--- src/rtl/nearest_masked_texel_fill_defines.svh ---
// Assertion macros shared by the nearest masked texel fill RTL.
`ifndef NEAREST_MASKED_TEXEL_FILL_DEFINES_SVH
`define NEAREST_MASKED_TEXEL_FILL_DEFINES_SVH

// Check that ante implies cons in the same cycle.
`define NMTF_ASSERT_SAME(label, clock, reset, ante, cons) \
  label: assert property (@(posedge clock) disable iff (reset) (ante) |-> (cons)) \
    else $error("nmtf: same-cycle check failed");

// Check that ante implies cons in the following cycle.
`define NMTF_ASSERT_NEXT(label, clock, reset, ante, cons) \
  label: assert property (@(posedge clock) disable iff (reset) (ante) |=> (cons)) \
    else $error("nmtf: next-cycle check failed");

`endif

--- src/rtl/nmtf_pkg.sv ---
// Shared types and constants for the nearest masked texel fill block.
`timescale 1ns / 1ps
`default_nettype none

package nmtf_pkg;

  // Request command codes
  localparam logic CMD_LOAD  = 1'b0;
  localparam logic CMD_QUERY = 1'b1;

  // Configuration register indexes
  localparam logic [1:0] REG_SEARCH_RADIUS = 2'd0;
  localparam logic [1:0] REG_IMAGE_WIDTH   = 2'd1;
  localparam logic [1:0] REG_IMAGE_HEIGHT  = 2'd2;

  // Field widths fixed by the interface
  localparam int POS_W    = 8;
  localparam int COORD_W  = 9;   // window coordinates reach x + r
  localparam int RADIUS_W = 8;
  localparam int DIM_W    = 9;
  localparam int CFG_W    = 9;
  localparam int PORT_CH_W = 32;
  localparam int SQ_W     = 16;  // square of an 8-bit offset
  localparam int DIST_W   = 17;  // sum of two squares

  localparam logic [7:0] FULL_MASK = 8'hff;

  localparam logic [RADIUS_W-1:0] RADIUS_RESET = 8'd16;
  localparam logic [DIM_W-1:0]    DIM_RESET    = 9'd256;

  // Controller to datapath commands
  typedef struct packed {
    logic wr_texel;      // store the loaded texel
    logic start_query;   // latch position, window and clear the search
    logic read_own;      // read coverage and colour of the queried texel
    logic scan_step;     // read one window texel and advance
    logic fetch_colour;  // read colour of the winner or of the texel itself
  } nmtf_cmd_t;

  // Datapath to controller status
  typedef struct packed {
    logic outside;       // requested position lies beyond the store
    logic covered;       // queried texel is covered
    logic win_empty;     // clipped window holds no texel
    logic scan_last;     // current scan position is the last of the window
  } nmtf_status_t;

endpackage

`default_nettype wire

--- src/rtl/nmtf_ctrl.sv ---
// Controller state machine that sequences loads, lookups and window scans.
`timescale 1ns / 1ps
`default_nettype none

module nmtf_ctrl (
  input  wire                   clk,
  input  wire                   rst,
  input  wire                   start,
  input  wire                   command,
  input  nmtf_pkg::nmtf_status_t status,
  output nmtf_pkg::nmtf_cmd_t   cmd,
  output logic                  busy,
  output logic                  done
);

  typedef enum logic [6:0] {
    ST_IDLE   = 7'b0000001,
    ST_LOOKUP = 7'b0000010,
    ST_CHECK  = 7'b0000100,
    ST_SCAN   = 7'b0001000,
    ST_DRAIN  = 7'b0010000,
    ST_FETCH  = 7'b0100000,
    ST_REPLY  = 7'b1000000
  } state_t;

  state_t state;
  state_t state_next;
  logic   accept;

  assign accept = start && (state == ST_IDLE);
  assign busy   = (state != ST_IDLE);
  assign done   = (state == ST_REPLY);

  // Drive datapath commands
  always_comb begin
    cmd.wr_texel     = accept && (command == nmtf_pkg::CMD_LOAD);
    cmd.start_query  = accept && (command == nmtf_pkg::CMD_QUERY);
    cmd.read_own     = (state == ST_LOOKUP);
    cmd.scan_step    = (state == ST_SCAN);
    cmd.fetch_colour = (state == ST_FETCH);
  end

  // Choose next state
  always_comb begin
    state_next = state;
    case (state)
      ST_IDLE: begin
        if (accept && (command == nmtf_pkg::CMD_QUERY)) begin
          state_next = status.outside ? ST_REPLY : ST_LOOKUP;
        end
      end
      ST_LOOKUP: state_next = ST_CHECK;
      ST_CHECK: begin
        if (status.covered) begin
          state_next = ST_REPLY;
        end else if (status.win_empty) begin
          state_next = ST_FETCH;
        end else begin
          state_next = ST_SCAN;
        end
      end
      ST_SCAN: begin
        if (status.scan_last) begin
          state_next = ST_DRAIN;
        end
      end
      ST_DRAIN: state_next = ST_FETCH;
      ST_FETCH: state_next = ST_REPLY;
      ST_REPLY: state_next = ST_IDLE;
      default:  state_next = ST_IDLE;
    endcase
  end

  // Advance state
  always_ff @(posedge clk) begin
    if (rst) begin
      state <= ST_IDLE;
    end else begin
      state <= state_next;
    end
  end

endmodule

`default_nettype wire

--- config.mk ---
export PLATFORM = sky130hd
export DESIGN_NAME = nmtf_ctrl
export DESIGN_NICKNAME = d
export VERILOG_FILES = /design/src/rtl/nearest_masked_texel_fill_defines.svh /design/src/rtl/nmtf_pkg.sv /design/src/rtl/nmtf_ctrl.sv
export SDC_FILE = /design/constraint.sdc
export NUM_CORES = 1
export LEC_CHECK = 0
export BUFFER_PORTS_ARGS = -buffer_cell sky130_fd_sc_hd__buf_2
export CAP_MARGIN = 20
export CORE_AREA = 4 4 41 43
export CTS_BUF_LIST = sky130_fd_sc_hd__clkbuf_2
export DETAILED_ROUTE_END_ITERATION = 8
export DIE_AREA = 0 0 45 47
export GPL_ROUTABILITY_DRIVEN = 1
export REMOVE_ABC_BUFFERS = 1
export SLEW_MARGIN = 10
export SYNTH_ARGS = -nofsm -noshare
export SYNTH_HDL_FRONTEND = slang
export SYNTH_SLANG_ARGS = --single-unit
--- constraint.sdc ---
create_clock -name clk -period 1.4 [get_ports clk]
set_input_delay 0.21 -clock clk [delete_from_list [all_inputs] [get_ports clk]]
set_output_delay 0.21 -clock clk [all_outputs]
set_load 0.05 [all_outputs]
==> impl_metrics.env, run 1 <==
export IMPL_clock_path_buffers=2
export IMPL_leakagePower_nw=0.4117
export IMPL_antenna_found_initial=0
export IMPL_place_gp_congestion=0.7540
export IMPL_max_cap_viol_count=0
export IMPL_dieArea_sq_um=2115
export IMPL_clock_latency_ns=0.23
export IMPL_highest_layer="met4"
export IMPL_syn_area_per_cell_sq_um=7.992
export IMPL_cts_tree="built"
export IMPL_yosys_area_top_type="dfxtp_1"
export IMPL_hold_viol=0
export IMPL_largestRegisters="state (7)"
export IMPL_grt_pass1_vias=506
export IMPL_layout_nets=99
export IMPL_power_w=0.0008225
export IMPL_dr_pass1_iters=4
export IMPL_synth_warnings=0
export IMPL_h_tree_depth=1
export IMPL_synth_edf_count=0
export IMPL_clk_pin_slew_ns=0.09
export IMPL_hpwl_um=890.6
export IMPL_arrival_ns=1.59
export IMPL_critPathMaxFanout=3
export IMPL_avgViaCountPerCell=5.086
export IMPL_cts_sinks=7
export IMPL_syn_area_sq_um=391.6
export IMPL_drive_gt1_share_pct=74.44
export IMPL_ys_seq_area_share_pct=35.78
export IMPL_cts_root_buf="clkbuf_2"
export IMPL_core_area_sq_um=1301
export IMPL_period_needed_ns=1.800
export IMPL_required_ns=1.19
export IMPL_synth_flop_cell="dfxtp_1"
export IMPL_vdd_ir_drop_max_mv=1.044
export IMPL_grt_max_degree=6
export IMPL_initial_core_util_pct=30.10
export IMPL_die_height_um=47
export IMPL_fin_skew_ns=0.007208
export IMPL_cts_hold_buf=0
export IMPL_setup_violations=11
export IMPL_wl_met2_um=929
export IMPL_area_growth_pct=125.6
export IMPL_maxSlewHeadroom_pct=79.94
export IMPL_route_met3_wl_um=42
export IMPL_crit_type="register to output port"
export IMPL_track_usage_pct=14.09
export IMPL_async_flop_share_pct=0
export IMPL_worst_slack_ns=-0.4002
export IMPL_r2r_start="state[5]"
export IMPL_whs_path_depth=2
export IMPL_multiInputGateArea_sq_um=364.1
export IMPL_numCtsBuffers=3
export IMPL_yosysUniqueCellTypes=24
export IMPL_vias=534
export IMPL_r2r_end="state[0]"
export IMPL_routedWlPerCell_um=15.68
export IMPL_period_share_pct=128.6
export IMPL_portBuffers=14
export IMPL_end_kind="output port"
export IMPL_cp_num_buf_inv=2
export IMPL_path_delay_family="simple AND/OR/NAND/NOR gates"
export IMPL_outcome="finished with violations"
export IMPL_power_density_nw_per_um2=931.1
export IMPL_ant_nets=0
export IMPL_drt_iter0_drc=7
export IMPL_reg2regPathDepth=8
export IMPL_fp_row_count=13
export IMPL_synth_seq_cells=7
export IMPL_slowest_delay_ns=0.36
export IMPL_met1Wirelength_um=664
export IMPL_r2r_slack_ns=-0.17
export IMPL_synth_area_top_cells="dfxtp_1 (36%), nor2_1 (6.7%), nor4b_1 (6.7%)"
export IMPL_holdWs_ns=0.1696
export IMPL_tightest_slew_ns=0.2981
export IMPL_hp_start="status[3]"
export IMPL_fmax_mhz=555.5
export IMPL_grt_pass1_wl_um=2097
export IMPL_grt_ovfl_total=0
export IMPL_synth_common_cells="dfxtp_1 (7), nor2_1 (7), nand2_1 (5)"
export IMPL_rsz0062_at_grt="yes"
export IMPL_die_x_um=45
export IMPL_antennaDiodeCount=0
export IMPL_drc=0
export IMPL_postSynthCellCount=49
export IMPL_hp_class="primary input to register"
export IMPL_largest_reg_flops=7
export IMPL_regArea_sq_um=148.9
export IMPL_post_synth_top_area_fraction_pct=35.78
export IMPL_totalWireLength_um=1646
export IMPL_worst_path_max_delay_cell="dfxtp_1"
export IMPL_cp_start_kind="register"
export IMPL_final_util_pct=67.88
export IMPL_regMostFlops="state"
export IMPL_crit_chain="buf_4 -> nor3b_2 -> and2_4 -> nand2_1 -> nor2_2 -> buf_6"
export IMPL_hold_path_endpoint="state[1]"
export IMPL_violations="negative setup slack"
export IMPL_n_fill_cell=107
export IMPL_drv_slew=0
export IMPL_ios=15
worst max-delay path by stage:
stage                        start      to  slack [ns]  depth (start not counted)
after floorplan           state[5]    done       -1.32                          2
after global placement    state[5]    done       -0.18                          3
after detailed placement  state[5]    done       -0.20                          3
after CTS                 state[5]    done       -0.38                          3
after global routing      state[0]  cmd[4]       -0.48                          6
final                     state[0]  cmd[4]       -0.40                          6
cells in the final DEF (no fill, tap or decap), types with 2 or more instances in the layout:
master and instances:
clkbuf_2 4, nor2_1 2, nor3_4 2, a211o_1 2
nand2_2 2, nand2_1 3, nor2_2 4, buf_6 8
inv_2 2, buf_4 18, buf_2 7, dfxtp_2 4
buf_8 4, dfxtp_1 2
logic make-up (layout without fill, tap and decap cells):
group	count (synthesis)	in the layout	synth area share (%)
compound gates	8	8	14.06
simple gates	30	30	45.06
flops	7	7	35.78
xor+xnor	1	1	2.237
buf+inv	3	44	2.875
power by group:
group          leakage, nW  total, W  internal (W)  switching [W]
clock               0.0166  0.000156     0.0000761      0.0000803
combinational        0.336  0.000445      0.000222       0.000223
sequential          0.0595  0.000221      0.000211      0.0000101
total                0.412  0.000822      0.000509       0.000313
per-stage QoR:
stage | instance area, sq um | TNS (ns) | std cells | setup slack [ns]
global placement | 593.1 | -0.9850 | 93 | -0.1845
finish | 883.3 | -2.435 | 105 | -0.4002
global route | 883.3 | -3.312 | 105 | -0.4835
detailed placement | 593.1 | -0.8845 | 93 | -0.1951
CTS | 793.3 | -2.323 | 102 | -0.3762
floorplan | 391.6 | -2.244 | 49 | -1.323
per-layer routing:
layer / up-vias / global-route usage, %
met4: 0 / 12.28
met2: 10 / 22.03
met1: 258 / 16.70
met3: 2 / 2.299
li1: 264 / -
met5: - / 0
final cells by class:
type                       instances  share of cell area [%]
timing repair buffer              37                   36.26
inverter                           3                   1.275
clock buffer                       4                   2.266
sequential                         7                   16.86
multi-input combinational         39                   41.22
tap                               15                   2.125
repair_timing:
| item | CTS | global route |
|---|---|---|
| endpoints found under the setup margin | 11 | 12 |
| buffers inserted | 7 | 4 |
| gates resized for setup | 40 | 18 |
| pin swaps | 7 | 5 |
Power figures use the tool's default switching activity.
==> run 2, diff against run 1 <==
- SETUP_SLACK_MARGIN: default -> 0.1
==> run 2 against run 1 <==
Compared with the run above:
- the run still ends with negative setup slack left
- sequential share of layout area is 0.21 points lower
- total power is 1.1% lower
- cell area is 1.3% higher
- maximum frequency is 1.6% higher
- wire length is 4.7% lower
- critical path depth is 3 lower
- flip-flop and latch count stayed put
- clock-buffer cell count stayed put
- worst hold slack worse by 0.016 ns
- first-iteration DRC count is 14% lower
- global-route usage is 0.55 points higher
==> impl_metrics.env, run 2 (same netlist as run 1, synthesis figures left out) <==
export IMPL_max_cap_viol_count=0
export IMPL_n_fill_cell=90
export IMPL_power_w=0.0008131
export IMPL_hp_start="status[3]"
export IMPL_grt_max_degree=6
export IMPL_r2r_slack_ns=-0.15
export IMPL_required_ns=1.19
export IMPL_dieArea_sq_um=2115
export IMPL_fmax_mhz=564.1
export IMPL_worst_slack_ns=-0.3726
export IMPL_numCtsBuffers=3
export IMPL_die_x_um=45
export IMPL_crit_chain="or4_4 -> nor4b_2 -> buf_4"
export IMPL_layout_nets=98
export IMPL_tightest_slew_ns=0.2897
export IMPL_vdd_ir_drop_max_mv=0.7618
export IMPL_holdWs_ns=0.1534
export IMPL_leakagePower_nw=0.4143
export IMPL_final_common_cell="buf_4"
export IMPL_period_needed_ns=1.773
export IMPL_reg2regPathDepth=7
export IMPL_place_gp_congestion=0.7540
export IMPL_dr_pass1_iters=6
export IMPL_fin_cells=104
export IMPL_routedWlPerCell_um=15.08
export IMPL_ant_nets=0
export IMPL_slowest_delay_ns=0.54
export IMPL_cts_root_buf="clkbuf_2"
export IMPL_end_kind="output port"
export IMPL_grt_pass1_wl_um=2152
export IMPL_grt_pass1_vias=517
export IMPL_whs_path_depth=2
export IMPL_drv_slew=0
export IMPL_fin_skew_ns=0.01343
export IMPL_totalWireLength_um=1568
export IMPL_initial_core_util_pct=30.10
export IMPL_portBuffers=14
export IMPL_die_height_um=47
export IMPL_pre_cts_ws_ns=-0.1951
export IMPL_path_delay_family="simple AND/OR/NAND/NOR gates"
export IMPL_track_usage_pct=14.65
export IMPL_r2r_end="state[2]"
export IMPL_crit_type="register to output port"
export IMPL_rsz0062_at_grt="yes"
export IMPL_power_density_nw_per_um2=908.9
export IMPL_drc=0
export IMPL_mostFrequentLayoutCells="buf_4 (15), buf_6 (9), buf_2 (7)"
export IMPL_ios=15
export IMPL_violations="negative setup slack"
export IMPL_setup_violations=12
export IMPL_regMostFlops="state"
export IMPL_cp_num_buf_inv=1
export IMPL_hold_viol=0
export IMPL_hpwl_um=890.6
export IMPL_r2r_start="state[4]"
export IMPL_avgViaCountPerCell=5.058
export IMPL_cts_sinks=7
export IMPL_fp_row_count=13
export IMPL_outcome="finished with violations"
export IMPL_largestRegisters="state (7)"
export IMPL_grt_ovfl_total=0
export IMPL_cp_start_kind="register"
export IMPL_arrival_ns=1.56
export IMPL_vias=526
export IMPL_hold_path_endpoint="state[1]"
export IMPL_drt_iter0_drc=6
export IMPL_antenna_found_initial=0
export IMPL_drive_gt1_share_pct=71.91
export IMPL_period_share_pct=126.6
export IMPL_dp_cells=93
export IMPL_largest_reg_flops=7
export IMPL_hp_class="primary input to register"
export IMPL_area_growth_pct=128.4
export IMPL_cts_tree="built"
export IMPL_worst_path_max_delay_cell="or4_4"
export IMPL_antennaDiodeCount=0
export IMPL_core_area_sq_um=1301
export IMPL_maxSlewHeadroom_pct=80.51
export IMPL_h_tree_depth=1
export IMPL_critPathMaxFanout=3
export IMPL_clock_latency_ns=0.24
export IMPL_clock_path_buffers=2
export IMPL_clk_pin_slew_ns=0.08
[run 2: layer usage]
metal  part of all wire [%]  GRT usage, %  up-vias
li1                       -             -      265
met1                     39         15.56      248
met2                     57         25.42       11
met3                    2.8         2.299        2
met4                    1.1         12.28        0
met5                      0             0        -
[run 2: how the worst max path moves through the flow]
stage / start / endpoint / cells after the start / slack (ns)
after detailed placement: state[5] / done / 3 / -0.20
after global routing: state[5] / done / 3 / -0.43
after global placement: state[5] / done / 3 / -0.18
after floorplan: state[5] / done / 2 / -1.32
final: state[5] / done / 3 / -0.37
after CTS: state[5] / done / 3 / -0.38
[run 2: cell type report]
type                            count  area [sq um]  area share [%]
Inverter                            3         13.76           1.538
Multi-Input combinational cell     39         364.1           40.70
Tap cell                           15         18.77           2.098
Clock buffer                        4         20.02           2.238
Sequential cell                     7         148.9           16.64
Timing Repair Buffer               36         329.1           36.78
[run 2: repair_timing]
| action | 4_1_cts | 5_1_grt |
|---|---|---|
| buffers inserted | 8 | 6 |
| hold buffers | 0 | 0 |
| setup endpoints to repair | 13 | 14 |
| gates resized for setup | 38 | 21 |
| pin swaps | 8 | 9 |
[run 2: metrics by stage]
stage	setup TNS [ns]	area, sq um	util [%]
after CTS	-2.400	794.5	61.06
after detailed placement	-0.8845	593.1	45.58
after floorplan	-2.244	391.6	-
after global placement	-0.9850	593.1	45.58
after global routing	-3.331	894.6	68.75
final	-2.475	894.6	68.75
[run 2: where the power goes]
| part | switching (W) | internal, W |
|---|---|---|
| clock | 0.0000766 | 0.0000759 |
| combinational | 0.000214 | 0.000226 |
| sequential | 0.00000978 | 0.000211 |
